## src/hdl/trpc_pkg.sv

```systemverilog
`timescale 1ns / 1ps

package trpc_pkg;

  // Field widths
  localparam int unsigned ByteW   = 8;
  localparam int unsigned CoordW  = 12;  // three hex digits
  localparam int unsigned OffW    = 13;
  localparam int unsigned ScaleW  = 16;
  localparam int unsigned ResW    = 12;
  localparam int unsigned OutW    = 21;
  localparam int unsigned DiffW   = 15;  // rotated coordinate minus offset
  localparam int unsigned ProdW   = DiffW + ScaleW;
  localparam int unsigned IdxW    = 8;
  localparam int unsigned DataW   = 32;

  // Line layout
  localparam int unsigned LineKeep = 7;
  localparam int unsigned CommaPos = 3;
  localparam int unsigned YStart   = 4;

  // Character codes
  localparam logic [ByteW-1:0] ChComma = 8'h2C;
  localparam logic [ByteW-1:0] ChLf    = 8'h0A;
  localparam logic [ByteW-1:0] ChCr    = 8'h0D;
  localparam logic [ByteW-1:0] ChLow   = 8'h20;
  localparam logic [ByteW-1:0] ChHigh  = 8'h7E;

  // Unity gain in Q7.8
  localparam logic signed [ScaleW-1:0] ScaleOne = 16'sd256;

  typedef enum logic [1:0] {
    ROT_0   = 2'd0,
    ROT_90  = 2'd1,
    ROT_180 = 2'd2,
    ROT_270 = 2'd3
  } rot_e;

  typedef enum logic [IdxW-1:0] {
    REG_CALIBRATED = 8'd0,
    REG_ROTATION   = 8'd1,
    REG_OFFSET_X   = 8'd2,
    REG_OFFSET_Y   = 8'd3,
    REG_SCALE_X    = 8'd4,
    REG_SCALE_Y    = 8'd5,
    REG_X_RES      = 8'd6,
    REG_Y_RES      = 8'd7
  } reg_idx_e;

  typedef struct packed {
    logic                     calibrated;
    rot_e                     rotation;
    logic signed [OffW-1:0]   x_off;
    logic signed [OffW-1:0]   y_off;
    logic signed [ScaleW-1:0] scale_x;
    logic signed [ScaleW-1:0] scale_y;
    logic [ResW-1:0]          x_res;
    logic [ResW-1:0]          y_res;
  } cfg_t;

  typedef struct packed {
    logic [CoordW-1:0] x;
    logic [CoordW-1:0] y;
  } point_t;

  // Hex digit decode: {is_digit, value}
  function automatic logic [4:0] hex_digit(input logic [ByteW-1:0] c);
    logic [4:0] r;
    r = 5'd0;
    if (c >= 8'h30 && c <= 8'h39) begin
      r = {1'b1, c[3:0]};
    end else if ((c >= 8'h61 && c <= 8'h66) || (c >= 8'h41 && c <= 8'h46)) begin
      r = {1'b1, c[3:0] + 4'd9};
    end
    return r;
  endfunction

  // Leading hex digits of a three-character field
  function automatic logic [CoordW-1:0] parse_field(input logic [ByteW-1:0] c0,
                                                    input logic [ByteW-1:0] c1,
                                                    input logic [ByteW-1:0] c2);
    logic [4:0] d0;
    logic [4:0] d1;
    logic [4:0] d2;
    logic [CoordW-1:0] r;
    d0 = hex_digit(c0);
    d1 = hex_digit(c1);
    d2 = hex_digit(c2);
    if (!d0[4]) begin
      r = '0;
    end else if (!d1[4]) begin
      r = {8'd0, d0[3:0]};
    end else if (!d2[4]) begin
      r = {4'd0, d0[3:0], d1[3:0]};
    end else begin
      r = {d0[3:0], d1[3:0], d2[3:0]};
    end
    return r;
  endfunction

endpackage

```

## src/hdl/touch_report_parse_calibrate_top.sv

```systemverilog
`timescale 1ns / 1ps

// Touch report parser with calibration.
// Input channel: one byte per transaction on rx_byte_i (in_valid_i / in_stall_o).
// Printable bytes build a line; CR or LF closes it, as does reaching
// LINE_CAPACITY characters. A line of seven characters with a comma in the
// fourth place gives one point transaction on touch_x_o / touch_y_o
// (out_valid_o / out_stall_i); any other line gives nothing.
// Configuration: cfg_valid_i / cfg_ready_o with cfg_index_i and cfg_data_i;
// ready is always high, writes to unknown indexes are ignored.
// Points pass the hex decode register at the accepting edge, then the rotate
// and offset, multiply and round registers. One byte is taken every cycle
// unless stalled; the pipeline is elastic, so a stalled result only holds
// the input back once every stage behind it is full.
// Reset clears the line count, the pipeline valids and restores the
// default configuration (raw coordinates, unity gain, 1024 resolution).

module touch_report_parse_calibrate_top import trpc_pkg::*; #(
  parameter int unsigned LINE_CAPACITY = 32
) (
  input  logic                   clk_i,
  input  logic                   rst_ni,
  input  logic                   in_valid_i,
  output logic                   in_stall_o,
  input  logic [ByteW-1:0]       rx_byte_i,
  output logic                   out_valid_o,
  input  logic                   out_stall_i,
  output logic signed [OutW-1:0] touch_x_o,
  output logic signed [OutW-1:0] touch_y_o,
  input  logic                   cfg_valid_i,
  output logic                   cfg_ready_o,
  input  logic [IdxW-1:0]        cfg_index_i,
  input  logic [DataW-1:0]       cfg_data_i
);

  cfg_t   cfg;
  logic   pt_valid;
  logic   pt_ready;
  point_t pt;

  trpc_cfg_regs u_cfg (
    .clk_i       (clk_i),
    .rst_ni      (rst_ni),
    .cfg_valid_i (cfg_valid_i),
    .cfg_ready_o (cfg_ready_o),
    .cfg_index_i (cfg_index_i),
    .cfg_data_i  (cfg_data_i),
    .cfg_o       (cfg)
  );

  trpc_line_parser #(
    .LINE_CAPACITY (LINE_CAPACITY)
  ) u_parser (
    .clk_i      (clk_i),
    .rst_ni     (rst_ni),
    .in_valid_i (in_valid_i),
    .in_stall_o (in_stall_o),
    .rx_byte_i  (rx_byte_i),
    .pt_valid_o (pt_valid),
    .pt_ready_i (pt_ready),
    .pt_o       (pt)
  );

  trpc_calib u_calib (
    .clk_i       (clk_i),
    .rst_ni      (rst_ni),
    .cfg_i       (cfg),
    .pt_valid_i  (pt_valid),
    .pt_ready_o  (pt_ready),
    .pt_i        (pt),
    .out_valid_o (out_valid_o),
    .out_stall_i (out_stall_i),
    .touch_x_o   (touch_x_o),
    .touch_y_o   (touch_y_o)
  );

endmodule

```

## src/hdl/trpc_cfg_regs.sv

```systemverilog
`timescale 1ns / 1ps

module trpc_cfg_regs import trpc_pkg::*; (
  input  logic             clk_i,
  input  logic             rst_ni,
  input  logic             cfg_valid_i,
  output logic             cfg_ready_o,
  input  logic [IdxW-1:0]  cfg_index_i,
  input  logic [DataW-1:0] cfg_data_i,
  output cfg_t             cfg_o
);

  cfg_t cfg_q;
  cfg_t cfg_d;

  assign cfg_ready_o = 1'b1;
  assign cfg_o       = cfg_q;

  // Register write decode; upper data bits are dropped
  always_comb begin
    cfg_d = cfg_q;
    if (cfg_valid_i) begin
      case (reg_idx_e'(cfg_index_i))
        REG_CALIBRATED: cfg_d.calibrated = cfg_data_i[0];
        REG_ROTATION:   cfg_d.rotation   = rot_e'(cfg_data_i[1:0]);
        REG_OFFSET_X:   cfg_d.x_off      = cfg_data_i[OffW-1:0];
        REG_OFFSET_Y:   cfg_d.y_off      = cfg_data_i[OffW-1:0];
        REG_SCALE_X:    cfg_d.scale_x    = cfg_data_i[ScaleW-1:0];
        REG_SCALE_Y:    cfg_d.scale_y    = cfg_data_i[ScaleW-1:0];
        REG_X_RES:      cfg_d.x_res      = cfg_data_i[ResW-1:0];
        REG_Y_RES:      cfg_d.y_res      = cfg_data_i[ResW-1:0];
        default:        cfg_d = cfg_q;
      endcase
    end
  end

  always_ff @(posedge clk_i or negedge rst_ni) begin
    if (!rst_ni) begin
      cfg_q.calibrated <= 1'b0;
      cfg_q.rotation   <= ROT_0;
      cfg_q.x_off      <= '0;
      cfg_q.y_off      <= '0;
      cfg_q.scale_x    <= ScaleOne;
      cfg_q.scale_y    <= ScaleOne;
      cfg_q.x_res      <= 12'd1024;
      cfg_q.y_res      <= 12'd1024;
    end else begin
      cfg_q <= cfg_d;
    end
  end

endmodule

```

## src/hdl/trpc_line_parser.sv

```systemverilog
`timescale 1ns / 1ps

module trpc_line_parser import trpc_pkg::*; #(
  parameter int unsigned LINE_CAPACITY = 32
) (
  input  logic             clk_i,
  input  logic             rst_ni,
  input  logic             in_valid_i,
  output logic             in_stall_o,
  input  logic [ByteW-1:0] rx_byte_i,
  output logic             pt_valid_o,
  input  logic             pt_ready_i,
  output point_t           pt_o
);

  localparam int unsigned CntW = $clog2(LINE_CAPACITY + 1);
  localparam logic [CntW-1:0] CntCap  = CntW'(LINE_CAPACITY);
  localparam logic [CntW-1:0] CntKeep = CntW'(LineKeep);

  logic [ByteW-1:0] chars_q [LineKeep];
  logic [CntW-1:0]  count_q, count_d;
  logic             pt_valid_q, pt_valid_d;
  point_t           pt_q;

  logic            accept;
  logic            printable;
  logic            eol;
  logic [CntW-1:0] count_inc;
  logic            close;
  logic            good_line;

  // Output register holds a point until the calibration stage takes it
  assign in_stall_o = pt_valid_q && !pt_ready_i;
  assign accept     = in_valid_i && !in_stall_o;

  assign printable = (rx_byte_i >= ChLow) && (rx_byte_i <= ChHigh);
  assign eol       = (rx_byte_i == ChLf) || (rx_byte_i == ChCr);
  assign count_inc = count_q + CntW'(printable);
  assign close     = eol || (count_inc >= CntCap);
  assign good_line = close && (count_inc == CntKeep) && (chars_q[CommaPos] == ChComma);

  // Line count
  always_comb begin
    count_d = count_q;
    if (accept) begin
      count_d = close ? '0 : count_inc;
    end
  end

  // Point register handshake
  always_comb begin
    pt_valid_d = pt_valid_q;
    if (pt_ready_i) begin
      pt_valid_d = 1'b0;
    end
    if (accept && good_line) begin
      pt_valid_d = 1'b1;
    end
  end

  always_ff @(posedge clk_i or negedge rst_ni) begin
    if (!rst_ni) begin
      count_q    <= '0;
      pt_valid_q <= 1'b0;
    end else begin
      count_q    <= count_d;
      pt_valid_q <= pt_valid_d;
    end
  end

  // Character store: only the first seven characters are kept
  always_ff @(posedge clk_i) begin
    for (int i = 0; i < LineKeep; i++) begin
      if (accept && printable && (count_q == CntW'(i))) begin
        chars_q[i] <= rx_byte_i;
      end
    end
  end

  // Hex decode of both fields
  always_ff @(posedge clk_i) begin
    if (accept && good_line) begin
      pt_q.x <= parse_field(chars_q[0], chars_q[1], chars_q[2]);
      pt_q.y <= parse_field(chars_q[YStart], chars_q[YStart+1], chars_q[YStart+2]);
    end
  end

  assign pt_valid_o = pt_valid_q;
  assign pt_o       = pt_q;

endmodule

```

## src/hdl/trpc_calib.sv

```systemverilog
`timescale 1ns / 1ps

module trpc_calib import trpc_pkg::*; (
  input  logic                  clk_i,
  input  logic                  rst_ni,
  input  cfg_t                  cfg_i,
  input  logic                  pt_valid_i,
  output logic                  pt_ready_o,
  input  point_t                pt_i,
  output logic                  out_valid_o,
  input  logic                  out_stall_i,
  output logic signed [OutW-1:0] touch_x_o,
  output logic signed [OutW-1:0] touch_y_o
);

  // Stage valids: rotate/offset, multiply, round/output
  logic rot_valid_q, mul_valid_q, out_valid_q;
  logic rot_ready, mul_ready, out_ready;

  logic signed [DiffW-1:0]  diff_x_q, diff_y_q;
  logic signed [ScaleW-1:0] gain_x_q, gain_y_q;
  logic signed [ProdW-1:0]  prod_x_q, prod_y_q;
  logic signed [OutW-1:0]   res_x_q, res_y_q;

  logic signed [DiffW-1:0] px, py, xres, yres, rx, ry;
  logic signed [DiffW-1:0] off_x, off_y;
  logic signed [ProdW-1:0] bias_x, bias_y, sum_x, sum_y;

  // Elastic pipeline: a stage moves when it is empty or the next moves
  assign out_ready  = !out_valid_q || !out_stall_i;
  assign mul_ready  = !mul_valid_q || out_ready;
  assign rot_ready  = !rot_valid_q || mul_ready;
  assign pt_ready_o = rot_ready;

  always_ff @(posedge clk_i or negedge rst_ni) begin
    if (!rst_ni) begin
      rot_valid_q <= 1'b0;
      mul_valid_q <= 1'b0;
      out_valid_q <= 1'b0;
    end else begin
      if (rot_ready) rot_valid_q <= pt_valid_i;
      if (mul_ready) mul_valid_q <= rot_valid_q;
      if (out_ready) out_valid_q <= mul_valid_q;
    end
  end

  // Rotation against the resolutions, then offset
  assign px   = DiffW'($signed({1'b0, pt_i.x}));
  assign py   = DiffW'($signed({1'b0, pt_i.y}));
  assign xres = DiffW'($signed({1'b0, cfg_i.x_res}));
  assign yres = DiffW'($signed({1'b0, cfg_i.y_res}));
  assign off_x = DiffW'(cfg_i.x_off);
  assign off_y = DiffW'(cfg_i.y_off);

  always_comb begin
    case (cfg_i.rotation)
      ROT_90: begin
        rx = yres - py;
        ry = px;
      end
      ROT_180: begin
        rx = xres - px;
        ry = yres - py;
      end
      ROT_270: begin
        rx = py;
        ry = xres - px;
      end
      default: begin
        rx = px;
        ry = py;
      end
    endcase
  end

  // Raw mode runs through the same path at unity gain
  always_ff @(posedge clk_i) begin
    if (rot_ready && pt_valid_i) begin
      if (cfg_i.calibrated) begin
        diff_x_q <= rx - off_x;
        diff_y_q <= ry - off_y;
        gain_x_q <= cfg_i.scale_x;
        gain_y_q <= cfg_i.scale_y;
      end else begin
        diff_x_q <= px;
        diff_y_q <= py;
        gain_x_q <= ScaleOne;
        gain_y_q <= ScaleOne;
      end
    end
  end

  // Gain multiply
  always_ff @(posedge clk_i) begin
    if (mul_ready && rot_valid_q) begin
      prod_x_q <= ProdW'(diff_x_q) * ProdW'(gain_x_q);
      prod_y_q <= ProdW'(diff_y_q) * ProdW'(gain_y_q);
    end
  end

  // Divide by 256 truncating toward zero
  assign bias_x = prod_x_q[ProdW-1] ? ProdW'(255) : '0;
  assign bias_y = prod_y_q[ProdW-1] ? ProdW'(255) : '0;
  assign sum_x  = (prod_x_q + bias_x) >>> 8;
  assign sum_y  = (prod_y_q + bias_y) >>> 8;

  always_ff @(posedge clk_i) begin
    if (out_ready && mul_valid_q) begin
      res_x_q <= sum_x[OutW-1:0];
      res_y_q <= sum_y[OutW-1:0];
    end
  end

  assign out_valid_o = out_valid_q;
  assign touch_x_o   = res_x_q;
  assign touch_y_o   = res_y_q;

endmodule

```

## config.mk

```make
export PLATFORM = sky130hd
export DESIGN_NAME = touch_report_parse_calibrate_top
export DESIGN_NICKNAME = d
export VERILOG_FILES = /design/src/hdl/trpc_pkg.sv /design/src/hdl/touch_report_parse_calibrate_top.sv /design/src/hdl/trpc_cfg_regs.sv /design/src/hdl/trpc_line_parser.sv /design/src/hdl/trpc_calib.sv
export SDC_FILE = /design/constraint.sdc
export NUM_CORES = 2
export LEC_CHECK = 0
export ABC_AREA = 1
export CAP_MARGIN = 20
export CORE_ASPECT_RATIO = 1.5
export CORE_MARGIN = 10
export CORE_UTILIZATION = 60
export CTS_CLUSTER_DIAMETER = 50
export DETAILED_ROUTE_END_ITERATION = 10
export DONT_BUFFER_PORTS = 1
export GPL_TIMING_DRIVEN = 0
export PLACE_DENSITY = 0.76
export SYNTH_ARGS = -nofsm -noshare
export SYNTH_HDL_FRONTEND = slang
export SYNTH_HIERARCHICAL = 1
export SYNTH_SLANG_ARGS = --single-unit
```

## constraint.sdc

```tcl
create_clock -name clk_i -period 13.9 [get_ports clk_i]
set_input_delay 2.78 -clock clk_i [delete_from_list [all_inputs] [get_ports clk_i]]
set_output_delay 2.78 -clock clk_i [all_outputs]
set_load 0.02 [all_outputs]
```

---- Yosys cells after proc, flatten, opt, wreduce, memory -nomap -nowiden ----
Memory sizes are Yosys's and may differ from the RTL's.
Cells that the tools add are included.
word-level totals
  bits in registers ....................... 285
  memory bits (writable) .................. 56
  output and inout port bits .............. 45
  word-level logic and storage cells ...... 240
  memories ................................ 1
operators by class
  add/sub/neg operators ................... 13
  multipliers ............................. 2
  magnitude comparators ................... 39
  eq/ne operators ......................... 20
  muxes and demuxes ....................... 63
  reductions and logical operators ........ 73
memories
  memory            depth  bits a word  rd ports  clocked after memory_dff  write ports  line                    source
  u_parser.chars_q  7      8            7         0                         1            trpc_line_parser.sv:20  logic [ByteW-1:0] chars_q [LineKeep];
operators with widths
  cell                                                                                  number
  8-bit by 7-bit <= comparator with 1-bit output (second input constant)                13
  8-bit by 7-bit greater-or-equal comparator with 1-bit output (second input constant)  12
  5-bit two-way mux                                                                     18
  15-bit case mux with 3 select lines                                                   2
  8-bit two-way mux                                                                     10
  15-bit by 16-bit multiplier with 31-bit output                                        2
  29-bit adder                                                                          2
  8-bit by 6-bit greater-or-equal comparator with 1-bit output (second input constant)  7
  8-bit by 6-bit <= comparator with 1-bit output (second input constant)                6
  8-bit OR reduction                                                                    6
  1-bit logical AND                                                                     35
  8-bit by 3-bit == test with 1-bit output (second input constant)                      4
  15-bit by 13-bit subtractor with 15-bit output                                        2
  12-bit by 12-bit subtractor with 13-bit output                                        2
  4-bit adder (second input constant)                                                   6
  6-bit by 3-bit == test with 1-bit output (second input constant)                      4
  12-bit two-way mux                                                                    2
  1-bit two-way mux                                                                     22
  2-bit AND reduction                                                                   10
  3-bit two-way mux                                                                     6
  8-bit by 2-bit == test with 1-bit output (second input constant)                      2
  8-bit by 4-bit == test with 1-bit output (second input constant)                      2
  6-bit by 2-bit == test with 1-bit output (second input constant)                      2
  1-bit logical OR                                                                      11
  other kinds (14)                                                                      22

---- Depth between registers and ports, before layout ----
  word-level depth ........................ 19
  gate-level depth with buffers ........... 27
  gate-level depth less buffers ........... 25

---- Hierarchy ----
The synthesis kept the hierarchy.
by module, submodules not included
  module            times used  cells each  area an instance (µm²)  seq. area each (µm²)
  trpc_calib        1           3880        30066.3                 4999.8
  trpc_line_parser  1           458         4504.3                  2577.5
  trpc_cfg_regs     1           398         3518.4                  2132.0

---- Worst setup path after synthesis ----
Ideal clock, no wire load.
  kind .................................... input to output
  from .................................... input port out_stall_i
  to ...................................... output port in_stall_o
  arrival time ............................ 3492 ps
  slack ................................... 7628 ps
  cell stages on the path ................. 6
  buffers on the path ..................... 0
  cell sequence ........................... nand2_1 nor2_1 inv_1 nor2_1 inv_1 nor2_1
on the way
  cells in the longest elaborated chain, start to end .. 6
RTL lines
  item               line                                    source
  from (decl)        touch_report_parse_calibrate_top.sv:27  input logic out_stall_i,
  1-bit logical NOT  trpc_calib.sv:30                        assign out_ready = !out_valid_q || !out_stall_i;
  1-bit logical OR   trpc_calib.sv:30
  1-bit logical OR   trpc_calib.sv:31                        assign mul_ready = !mul_valid_q || out_ready;
  1-bit logical OR   trpc_calib.sv:32                        assign rot_ready = !rot_valid_q || mul_ready;
  via pt_ready       touch_report_parse_calibrate_top.sv:38  logic pt_ready;
  1-bit logical NOT  trpc_line_parser.sv:33                  assign in_stall_o = pt_valid_q && !pt_ready_i;
  1-bit logical AND  trpc_line_parser.sv:33
  to (decl)          touch_report_parse_calibrate_top.sv:24  output logic in_stall_o,
The timed path passes the listed nets, and every way through them passes these cells.

---- Worst setup path in the final report ----
  from .................................... register u_calib.diff_x_q[4]
  to ...................................... register u_calib.prod_x_q[30] (data pin)
on the way
  cells in the longest elaborated chain, start to end .. 1
RTL lines
  item                                            line              source
  from (decl)                                     trpc_calib.sv:20  logic signed [DiffW-1:0] diff_x_q, diff_y_q;
  from (signal assigned)                          trpc_calib.sv:80  diff_x_q <= rx - off_x;
  from (signal assigned)                          trpc_calib.sv:85  diff_x_q <= px;
  15-bit by 16-bit multiplier with 31-bit output  trpc_calib.sv:96  prod_x_q <= ProdW'(diff_x_q) * ProdW'(gain_x_q);
  to (signal assigned)                            trpc_calib.sv:96
  to (decl)                                       trpc_calib.sv:22  logic signed [ProdW-1:0] prod_x_q, prod_y_q;
Every way passes these cells.
A chain may end at the register's enable or synchronous reset.

==> reports/qor.txt <==
Status -> finished, final reports clean
DRC viols -> 0
Initial antenna violation count -> 0
1st-pass router iterations -> 8
Slew @ Worst Pin -> 0.913 ns
Initial Util -> 60.4%
Syn Area/Cell -> 8.04 sq um
Placement Setup Slack -> 6.76 ns
First-pass GRT wire length -> 164000 um
CP Data Arrival Time -> 7.45 ns
Max-slew violation count -> 0
Core Footprint -> 63100 sq um
Total Power -> 2.48 mW
Layout cells sized above 1 -> 4.18%
Largest net degree at the start of global routing -> 96
EDFF count, synth -> 244
GPL Wtd Cong -> 1.01
Critical path type -> flip-flop to flip-flop
P&R area growth vs syn -> 6.46%
GRT Util Overall -> 28.6%
Final instance area -> 40500 sq um
Startpoint Class -> flip-flop
Pwr dens -> 61.1 nW/um^2
Die Width -> 226 um
Min Tclk post-route -> 7.16 ns
CP Capture Type -> flip-flop
Clk slew on worst S/H paths -> 0.07 ns
Worst hold path class -> flip-flop to flip-flop
# rows -> 113
Fmax -> 140 MHz
Worst vdd ir -> 110 uV
Area after DPL -> 39200 sq um
Post-synthesis cell type count -> 58
Commonest non-fill, non-tap cell in the layout -> nand2_1
Post-Syn Nets -> 5515
CP Max Fanout -> 10
Detailed router's first-iteration violation count -> 2050
Warnings, synthesis -> 6
Setup repair after global routing missed its margin -> false
CP required -> 14.19 ns
CTS tree -> built
Post-Syn Area -> 38100 sq um
Final nets -> 5561
Post-route setup TNS -> 0 ns
Die footprint -> 74200 sq um
Inst Count DP -> 5545
Hold path cells -> 2
WL/cell -> 18.0 um
Final Non-Filler Cells -> 5616
Die Height -> 329 um
Post-synth top flop -> edfxtp_1
Most frequent cells in the layout -> 1302 x nand2_1, 1115 x inv_1, 474 x fa_1, 287 x nand3_1
Reg2Reg Depth -> 22
Final setup viols -> 0
Worst-Skew Late Latency -> 0.59 ns
Total gr overflow -> 0
Ant. Diodes -> 0
Final Cycle Share -> 51.5%
# fillers -> 5474
Post-CTS sizing -> 0
Sequential share of the synthesized area -> 25.5%
CTS Buf Count -> 39
Max_cap viols -> 0
H-tree depth -> 2
Via-to-Cell Ratio -> 5.39
Final hold vios -> 0
Vias -> 30281
PortBufs -> 0
Cts hold-fix bufs -> 0
Vias in the first global route -> 32126
Post-synth ARST share -> 28.0%
Clock buffer depth -> 3
Ports -> 98
Final worst clock skew -> 0.0278 ns
Dpl hpwl -> 83700 um
Flop and latch count out of synthesis -> 339
Clk root buf -> clkbuf_16
CTS sink count -> 339
Rel. slew slack -> 39.0%
Cells after Synth -> 4736
Antenna viol nets, final -> 0
WL final -> 101000 um
Post-CTS Setup Repair Bufs -> 0
Setup ws final -> 6.74 ns
Static Leak -> 22.0 nW
## synthesized netlist by cell type (all sizes together), types with 3 or more instances
master / number / share of area (%)
nor2: 268 / 2.8
o22ai: 14 / 0.31
o21a: 4 / 0.079
nand4: 44 / 0.72
nor4: 16 / 0.28
nand3: 292 / 3.9
o21ai: 106 / 1.4
o21bai: 10 / 0.21
a21o: 10 / 0.20
a21boi: 3 / 0.059
nand2: 1322 / 13
ha: 252 / 8.3
nand3b: 13 / 0.26
clkbuf: 100 / 0.99
or2: 19 / 0.31
fa: 474 / 25
a31oi: 9 / 0.16
a22oi: 4 / 0.079
xor2: 65 / 1.5
nand2b: 3 / 0.049
a21oi: 130 / 1.7
edfxtp: 244 / 19
nor3: 30 / 0.49
xnor2: 24 / 0.55
buf: 33 / 0.54
dfstp: 4 / 0.28
o211ai: 4 / 0.079
inv: 1136 / 11
dfrtp: 91 / 6.0
## worst max-delay path, cell delays in order, from the launching register on
cell	delay, ns
edfxtp_1	0.32
clkbuf_1	0.46
clkbuf_1	0.62
nand2_1	0.24
fa_1	0.62
inv_1	0.08
fa_1	0.93
fa_1	0.61
fa_1	0.59
inv_1	0.07
fa_1	0.54
inv_1	0.06
fa_1	0.47
ha_1	0.35
nand2_1	0.10
nor2_1	0.14
nand2_1	0.08
nor3_1	0.13
nand2_1	0.07
nand3_1	0.13
inv_1	0.06
nand2_1	0.06
nand2_1	0.12
## cells by family after synthesis
kind of cell	share of synthesized area [%]
xor gates and xnor gates	2.05
adders and majority gates	33.2
and+or+nand+nor	22.1
buffers and inverters	12.7
DFF	25.5
AOI/OAI and AO/OA	4.41
other	0.00985
## per-stage QoR
step	hold slack (ns)	util, %
after floorplan	0.433	-
after global placement	0.451	62.0
after detailed placement	0.451	62.2
after CTS	0.461	64.3
after global routing	0.488	64.3
final	0.463	64.3
## power breakdown
part	internal [mW]	leakage (nW)	switching [mW]
Clock	0.621	0.655	0.437
Combinational	0.100	17.8	0.192
Sequential	1.11	3.48	0.0182
## sequential cells by signal, summed over array words and instances, names as in the netlist
name and cells:
u_calib/diff_x_q 15, u_calib/gain_y_q 16, u_parser/pt_o 24, u_parser/chars_q 56, u_calib/touch_x_o 21, u_calib/diff_y_q 15
u_cfg/cfg_o 85, u_calib/out_valid_o 1, u_calib/touch_y_o 21, u_calib/rot_valid_q 1, u_calib/gain_x_q 16, u_calib/prod_y_q 30
u_calib/prod_x_q 30, u_parser/pt_valid_o 1, u_parser/count_q 6, u_calib/mul_valid_q 1
## path summary, 6_finish.rpt
check,startpoint,end,slack (ns)
min,u_cfg/cfg_o[32],u_cfg/cfg_o[32],0.46
max in group asynchronous,rst_ni,u_cfg/cfg_o[22],11.74
min reg2reg,u_cfg/cfg_o[32],u_cfg/cfg_o[32],0.46
max,u_calib/diff_x_q[4],u_calib/prod_x_q[30],6.74
min in group asynchronous,rst_ni,u_calib/out_valid_o,1.89
max reg2reg,u_calib/diff_x_q[4],u_calib/prod_x_q[30],6.74
## layout make-up
cell class	instances	area, sq um	area share [%]
multi-input combinational	3126	23500	58.1
sequential	339	9710	23.9
inverter	1138	4270	10.5
clock buffer	49	1090	2.68
tap	805	1010	2.48
buffer	133	581	1.43
clock inverter	21	245	0.605
timing repair buffer	5	103	0.253
## per-layer routing
metal  up-vias  GRT usage, %  wire [um]
li1      14416             -          -
met3       414          4.01       5180
met5         -             0          0
met1     14448          29.4      35200
met2      1003          51.5      52000
met4         0          21.8       8870
Note: power is estimated with default switching activity, not from simulation.
